File: config.mk
export PLATFORM = sky130hd
export DESIGN_NAME = gpio_port_with_interrupts
export DESIGN_NICKNAME = d
export VERILOG_FILES = /design/src/rtl/gpio_pkg.sv /design/src/rtl/gpio_port_with_interrupts.sv /design/src/rtl/gpio_regs.sv
export SDC_FILE = /design/constraint.sdc
export NUM_CORES = 1
export LEC_CHECK = 0
export BUFFER_PORTS_ARGS = -buffer_cell sky130_fd_sc_hd__buf_4
export CAP_MARGIN = 20
export CORE_MARGIN = 1.5
export CORE_UTILIZATION = 46
export DETAILED_ROUTE_END_ITERATION = 8
export GPL_TIMING_DRIVEN = 0
export HOLD_SLACK_MARGIN = 0.1
export PLACE_DENSITY = 0.75
export SYNTH_ARGS = -nofsm -noshare
export SYNTH_HDL_FRONTEND = slang
export SYNTH_SLANG_ARGS = --single-unit
File: constraint.sdc
create_clock -name clk -period 2.55 [get_ports clk]
set_input_delay 0.1275 -clock clk [delete_from_list [all_inputs] [get_ports clk]]
set_output_delay 0.1275 -clock clk [all_outputs]
set_load 0.02 [all_outputs]
File: src/rtl/gpio_pkg.sv
// shared types, register offsets and identification bytes for the gpio port
`default_nettype none

package gpio_pkg;

    localparam int PinCountDefault = 8;

    typedef enum logic [1:0] {
        CMD_READ  = 2'd0,
        CMD_WRITE = 2'd1,
        CMD_PIN   = 2'd2,
        CMD_NONE  = 2'd3
    } cmd_t;

    // register word offsets (byte address / 4)
    localparam logic [9:0] OFS_DATA_FIRST = 10'h000;
    localparam logic [9:0] OFS_DATA_LAST  = 10'h0ff;
    localparam logic [9:0] OFS_DIR        = 10'h100;
    localparam logic [9:0] OFS_IS         = 10'h101;
    localparam logic [9:0] OFS_IBE        = 10'h102;
    localparam logic [9:0] OFS_IEV        = 10'h103;
    localparam logic [9:0] OFS_IE         = 10'h104;
    localparam logic [9:0] OFS_RIS        = 10'h105;
    localparam logic [9:0] OFS_MIS        = 10'h106;
    localparam logic [9:0] OFS_IC         = 10'h107;
    localparam logic [9:0] OFS_AFSEL      = 10'h108;
    localparam logic [9:0] OFS_ID_FIRST   = 10'h3f8;
    localparam logic [9:0] OFS_ID_LAST    = 10'h3ff;

    typedef struct packed {
        logic [1:0] cmd;
        logic [9:0] word_offset;
        logic [7:0] write_data;
        logic [2:0] line_index;
        logic       line_level;
    } gpio_req_t;

    typedef struct packed {
        logic [7:0] read_data;
        logic       irq_level;
    } gpio_rsp_t;

    function automatic logic [7:0] id_byte(input logic [2:0] sel);
        logic [7:0] b;
        case (sel)
            3'd0:    b = 8'h61;
            3'd1:    b = 8'h10;
            3'd2:    b = 8'h04;
            3'd3:    b = 8'h00;
            3'd4:    b = 8'h0d;
            3'd5:    b = 8'hf0;
            3'd6:    b = 8'h05;
            3'd7:    b = 8'hb1;
            default: b = 8'h00;
        endcase
        return b;
    endfunction

endpackage

`default_nettype wire

File: src/rtl/gpio_port_with_interrupts.sv
// gpio port top level: request channel, register file and buffered response
//
// Usage: each request transaction is a bus read, a bus write or a level
// change on one external pin. Every request gives exactly one response
// transaction carrying the read data (zero unless a read hits a readable
// register) and the interrupt level after the request has taken effect.
// Both channels use valid/stall; a transaction moves when valid is high and
// stall is low.
// Each response is registered in the response register or the skid register.
// Throughput: one request per cycle while req_stall is low; register state updates
// in the same edge that takes the request, so back-to-back requests see each other.
// Stall: a two-entry output buffer (response register plus skid register)
// keeps the request side open for one more transaction while the receiver
// stalls; req_stall rises only when the skid register is occupied.
// Reset: all gpio registers clear to zero (all pins inputs, no interrupt
// status, interrupts disabled) and both response entries are emptied.
`default_nettype none

module gpio_port_with_interrupts
    import gpio_pkg::*;
#(
    parameter int PIN_COUNT = PinCountDefault
)
(
    input  wire logic      clk,
    input  wire logic      rst_n,
    input  wire logic      req_valid,
    output logic           req_stall,
    input  wire gpio_req_t req,
    output logic           rsp_valid,
    input  wire logic      rsp_stall,
    output gpio_rsp_t      rsp
);

    gpio_rsp_t result;
    gpio_rsp_t head_reg, head_next;
    gpio_rsp_t skid_reg, skid_next;
    logic      head_valid_reg, head_valid_next;
    logic      skid_valid_reg, skid_valid_next;
    logic      push;
    logic      pop;

    assign req_stall = skid_valid_reg;
    assign push      = req_valid && !req_stall;
    assign pop       = head_valid_reg && !rsp_stall;

    gpio_regs #(
        .PIN_COUNT (PIN_COUNT)
    ) u_regs (
        .clk   (clk),
        .rst_n (rst_n),
        .en    (push),
        .req   (req),
        .rsp   (result)
    );

    always_comb
    begin
        head_next       = head_reg;
        head_valid_next = head_valid_reg;
        skid_next       = skid_reg;
        skid_valid_next = skid_valid_reg;
        if (pop || !head_valid_reg)
        begin
            if (skid_valid_reg)
            begin
                head_next       = skid_reg;
                head_valid_next = 1'b1;
                skid_valid_next = 1'b0;
            end
            else
            begin
                head_next       = result;
                head_valid_next = push;
            end
        end
        else if (push)
        begin
            skid_next       = result;
            skid_valid_next = 1'b1;
        end
    end

    always_ff @(posedge clk or negedge rst_n)
    begin
        if (!rst_n)
        begin
            head_valid_reg <= 1'b0;
            skid_valid_reg <= 1'b0;
        end
        else
        begin
            head_valid_reg <= head_valid_next;
            skid_valid_reg <= skid_valid_next;
        end
    end

    always_ff @(posedge clk)
    begin
        head_reg <= head_next;
        skid_reg <= skid_next;
    end

    assign rsp_valid = head_valid_reg;
    assign rsp       = head_reg;

`ifndef SYNTHESIS
    // skid entry is never occupied while the response register is empty
    a_skid_behind_head: assert property (@(posedge clk) disable iff (!rst_n)
        skid_valid_reg |-> head_valid_reg)
        else $error("skid entry valid with empty response register");

    // a transaction taken while the receiver stalls a full head lands in the skid entry
    a_skid_fill: assert property (@(posedge clk) disable iff (!rst_n)
        (push && head_valid_reg && rsp_stall) |=> skid_valid_reg)
        else $error("request lost while response stalled");

    // last response taken with nothing behind it empties the buffer
    a_drain: assert property (@(posedge clk) disable iff (!rst_n)
        (pop && !skid_valid_reg && !push) |=> !rsp_valid)
        else $error("response repeated after drain");

    // every transaction taken into an idle buffer is offered next cycle
    a_offer: assert property (@(posedge clk) disable iff (!rst_n)
        (push && !head_valid_reg) |=> rsp_valid)
        else $error("response missing after request");
`endif

endmodule

`default_nettype wire

File: src/rtl/gpio_regs.sv
// gpio register file: bus decode, pin change capture and interrupt status
`default_nettype none

module gpio_regs
    import gpio_pkg::*;
#(
    parameter int PIN_COUNT = PinCountDefault
)
(
    input  wire logic      clk,
    input  wire logic      rst_n,
    input  wire logic      en,
    input  wire gpio_req_t req,
    output gpio_rsp_t      rsp
);

    localparam logic [7:0] PinMask = 8'((16'd1 << PIN_COUNT) - 16'd1);
    localparam logic [3:0] PinLimit = 4'(PIN_COUNT);

    logic [7:0] data_reg, data_next;
    logic [7:0] dir_reg, dir_next;
    logic [7:0] sense_reg, sense_next;
    logic [7:0] ibe_reg, ibe_next;
    logic [7:0] iev_reg, iev_next;
    logic [7:0] ie_reg, ie_next;
    logic [7:0] raw_reg, raw_next;
    logic [7:0] afsel_reg, afsel_next;

    logic [7:0] wv;
    logic [7:0] mask;
    logic [7:0] pin_bit;
    logic [7:0] raw_edge;
    logic [7:0] rd;
    logic       pin_ok;

    assign wv      = req.write_data & PinMask;
    assign mask    = req.word_offset[7:0];
    assign pin_bit = 8'd1 << req.line_index;
    // pin exists, is an input and really changes level
    assign pin_ok  = ({1'b0, req.line_index} < PinLimit)
                     && ((|(data_reg & pin_bit)) != req.line_level)
                     && !(|(dir_reg & pin_bit));

    always_comb
    begin
        data_next  = data_reg;
        dir_next   = dir_reg;
        sense_next = sense_reg;
        ibe_next   = ibe_reg;
        iev_next   = iev_reg;
        ie_next    = ie_reg;
        raw_next   = raw_reg;
        afsel_next = afsel_reg;
        raw_edge   = raw_reg;
        rd         = 8'h00;
        case (req.cmd)
            CMD_READ:
            begin
                case (req.word_offset) inside
                    [OFS_DATA_FIRST:OFS_DATA_LAST]: rd = data_reg & mask;
                    [OFS_ID_FIRST:OFS_ID_LAST]:     rd = id_byte(req.word_offset[2:0]);
                    OFS_DIR:                        rd = dir_reg;
                    OFS_IS:                         rd = sense_reg;
                    OFS_IBE:                        rd = ibe_reg;
                    OFS_IEV:                        rd = iev_reg;
                    OFS_IE:                         rd = ie_reg;
                    OFS_RIS:                        rd = raw_reg;
                    OFS_MIS:                        rd = raw_reg & ie_reg;
                    OFS_AFSEL:                      rd = afsel_reg;
                    default:                        rd = 8'h00;
                endcase
            end
            CMD_WRITE:
            begin
                case (req.word_offset) inside
                    // masked data write, input pins read back as zero afterwards
                    [OFS_DATA_FIRST:OFS_DATA_LAST]:
                        data_next = ((wv & mask) | (data_reg & ~mask)) & dir_reg & PinMask;
                    OFS_DIR:   dir_next   = wv;
                    OFS_IS:    sense_next = wv;
                    OFS_IBE:   ibe_next   = wv;
                    OFS_IEV:   iev_next   = wv;
                    OFS_IE:    ie_next    = wv;
                    OFS_IC:    raw_next   = raw_reg & ~wv;
                    OFS_AFSEL: afsel_next = wv;
                    default:   ;
                endcase
            end
            CMD_PIN:
            begin
                if (pin_ok)
                begin
                    data_next = req.line_level ? (data_reg | pin_bit) : (data_reg & ~pin_bit);
                    if (|(~sense_reg & pin_bit))
                        raw_edge = raw_reg | (pin_bit & ibe_reg);
                    // level capture looks at every high level pin, not only this one
                    raw_next = raw_edge | (sense_reg & data_next & iev_reg);
                end
            end
            default: ;
        endcase
    end

    assign rsp.read_data = rd;
    assign rsp.irq_level = |(raw_next & ie_next);

    always_ff @(posedge clk or negedge rst_n)
    begin
        if (!rst_n)
        begin
            data_reg  <= 8'h00;
            dir_reg   <= 8'h00;
            sense_reg <= 8'h00;
            ibe_reg   <= 8'h00;
            iev_reg   <= 8'h00;
            ie_reg    <= 8'h00;
            raw_reg   <= 8'h00;
            afsel_reg <= 8'h00;
        end
        else if (en)
        begin
            data_reg  <= data_next;
            dir_reg   <= dir_next;
            sense_reg <= sense_next;
            ibe_reg   <= ibe_next;
            iev_reg   <= iev_next;
            ie_reg    <= ie_next;
            raw_reg   <= raw_next;
            afsel_reg <= afsel_next;
        end
    end

endmodule

`default_nettype wire
==> results.py <==
metrics = {
    "status": {
        "outcome": "finished, final reports clean",
    },
    "min_path": {
        "hold_path.class": "primary input to register",
        "hold_path_depth": 3,
    },
    "critical_path": {
        "worstPathArrival_ns": 2.71,
        "worst-path-max-fanout": 6,
        "reg2reg_depth": 7,
        "crit_type": "register to register",
        "cp.required_ns": 2.75,
        "crit_path_end_kind": "register",
        "start_kind": "register",
    },
    "floorplan": {
        "rows": 38,
        "die_x_um": 110,
        "die-area_mm2": 0.0121,
        "die_h_um": 110,
        "ioPinCount": 39,
        "initial_core_util": 0.479,
        "coreArea_mm2": 0.0110,
    },
    "sta": {
        "clock_skew_ns": 0.00744,
        "setup-violations-final": 0,
        "finalCritPeriodShare": 0.986,
        "hold_violations": 0,
        "slew-limit-headroom": 0.421,
        "hold_ws_ns": 0.163,
        "finalWorstPathRequiredPeriod_ns": 2.52,
        "slew_violations": 0,
        "worstMarginPinSlew_ns": 0.868,
        "fmax_ghz": 0.398,
        "setup_ws_ns": 0.0348,
    },
    "grt": {
        "grt_pass1_vias": 4775,
        "overflow": 0,
        "grt_pass1_wl_mm": 27.1,
        "grt_max_degree": 67,
        "antenna_found_initial": 0,
        "grt.total_usage": 0.306,
    },
    "synthesis": {
        "yosysSeqAreaShare": 0.414,
        "netlist_area_mm2": 0.00529,
        "synth_top_family_by_area": "multiplexers",
        "synthCells": 540,
        "synth_nets": 571,
        "synth_edf_count": 18,
        "synthFlopType": "dfrtp_1",
        "muxShareOfSynthArea": 0.187,
        "synth-adder-area-share": 0.00710,
        "synth_xor_area_frac": 0.00331,
        "synth_cell_types": 66,
        "ys_ff_latch": 84,
        "synth_simple_gate_area_share": 0.155,
        "syn_area_per_cell_um2": 9.79,
        "ys_async_sr_fraction": 0.786,
        "synth_compound_area_frac": 0.183,
        "yosys_warnings": 0,
    },
    "pwr": {
        "p_sw_frac": 0.269,
        "leakage_nw": 2.65,
        "max-vdd-ir-drop_uv": 263,
        "pwr-share-seq": 0.459,
        "p_sw_w": 0.000838,
        "combPwrFrac": 0.132,
        "p_int_w": 0.00228,
        "powerDensity_mw_per_mm2": 518,
        "pwr-share-clk": 0.409,
    },
    "cts": {
        "cts_tree": "done",
        "root_buffer": "clkbuf_16",
        "clock_latency_ns": 0.35,
        "numCtsBuffers": 9,
        "h-tree-depth": 3,
        "cts_max_path_buffers": 2,
        "clkSinkCount": 84,
        "path_clk_slew_ns": 0.06,
    },
    "cells_and_area": {
        "drive_gt1_frac": 0.217,
        "multi_input_area_mm2": 0.00286,
        "nFillCells": 1021,
        "regArea_mm2": 0.00219,
        "nNetsFinal": 613,
        "area.growth.synth_to_final_pct": 13.8,
        "fin_util": 0.546,
        "layout.cells.non_filler": 726,
        "antennaDiodeCount": 0,
    },
    "route": {
        "via_per_inst": 6.55,
        "drtIter0Drc": 594,
        "wl_per_cell_um": 23.8,
        "first_pass_iters": 5,
        "num_vias": 4755,
        "drt-total-wl_mm": 17.3,
        "drtAntennaViolNets": 0,
        "drc": 0,
    },
    "placement": {
        "placedCellCount": 707,
        "gp_congestion": 0.965,
        "port_buffers": 27,
        "place_hpwl_mm": 12.7,
        "dpl_worst_slack_ns": -0.534,
    },
    "job": {
        "drv_cap": 0,
    },
}
per-layer routing:
metal  vias to the layer above  GRT usage  part of all wire
li1                       2083          -                 -
met1                      2368      0.407              0.42
met2                       245      0.489              0.47
met3                        59     0.0482             0.079
met4                         0      0.147             0.038
met5                         -          0                 0
stage by stage:
step	TNS, ns	total power (W)	instance area [µm²]
after floorplan	0	0.00168	5290
after global placement	-0.999	0.00184	5670
after detailed placement	-1.33	0.00185	5670
after CTS	0	0.00310	5970
after global routing	-0.00936	0.00323	6020
final	0	0.00312	6020
worst max-delay path, stage by stage (launching register included):
cell and delay (ns):
dfrtp_1 0.53, mux2i_1 0.14, mux4_2 0.47, xor2_1 0.20, or3_4 0.46, a21oi_1 0.24
o41ai_4 0.12, a32oi_1 0.20
worst paths after layout:
path                                      from                   to  slack [ns]
min reg2reg                u_regs.afsel_reg[0]  u_regs.afsel_reg[0]        0.51
min in group asynchronous                rst_n   u_regs.data_reg[3]        0.43
max in group asynchronous                rst_n    u_regs.raw_reg[7]        1.54
min                                    req[10]    u_regs.iev_reg[6]        0.16
max                         u_regs.data_reg[5]               rsp[0]        0.03
max reg2reg                 u_regs.data_reg[5]               rsp[0]        0.03
cell usage in the layout (no fill, tap or decap), types with 10 or more instances in the layout:
master    synthesis  final
buf_4             2     31
a21oi_1          31     30
edfxtp_1         18     18
inv_1            28     28
a32oi_1          10     10
nand2_1          54     54
clkbuf_1         15     15
mux2i_1          33     33
o22ai_1          11     11
dfrtp_1          66     66
o21ai_0          35     34
buf_2            11     11
mux2_2           49     49
nor2_1           28     28
cell families (layout without fill, tap and decap cells):
family,after synthesis,after routing
simple gates,151,151
compound gates,148,148
mux,88,88
flops,84,84
buf+inv,64,110
fa+ha+maj,3,3
xor+xnor,2,2
power by group through the flow:
| stage | Sequential, W | Combinational, W | Clock [W] |
|---|---|---|---|
| after CTS | 0.00143 | 0.000399 | 0.00127 |
| after global placement | 0.00145 | 0.000385 | 0 |
| final | 0.00143 | 0.000411 | 0.00128 |
| after global routing | 0.00143 | 0.000444 | 0.00135 |
| after floorplan | 0.00147 | 0.000214 | 0 |
| after detailed placement | 0.00146 | 0.000393 | 0 |
Yosys cell counts (7+ instances only):
cell	number	area, µm²
o21ai_0	35	175
nor3_1	8	40.0
nand2b_1	7	43.8
o22ai_1	11	68.8
buf_2	11	55.1
clkbuf_1	15	56.3
edfxtp_1	18	541
mux2i_1	33	330
dfrtp_1	66	1650
o21ai_1	8	40.0
nand2_1	54	203
mux2_2	49	552
a32oi_1	10	87.6
inv_1	28	105
a31oi_1	9	56.3
a21oi_1	31	155
nor2_1	28	105
final cells by class:
class	count	share of cell area
multi-input combinational	392	0.476
sequential	84	0.364
clock buffer	13	0.0449
timing repair buffer	31	0.0395
tap	140	0.0291
buffer	36	0.0276
inverter	28	0.0175
clock inverter	2	0.00166
repair_timing:
item / 4_1_cts / 5_1_grt
setup endpoints to repair: 2 / 11
hold buffers: 2 / 0
gates resized for setup: 1 / 8
pin swaps: 0 / 1
setup buffers: 0 / 2
hold endpoints to repair: 68 / 0
Note: power is estimated with default switching activity, not from simulation.
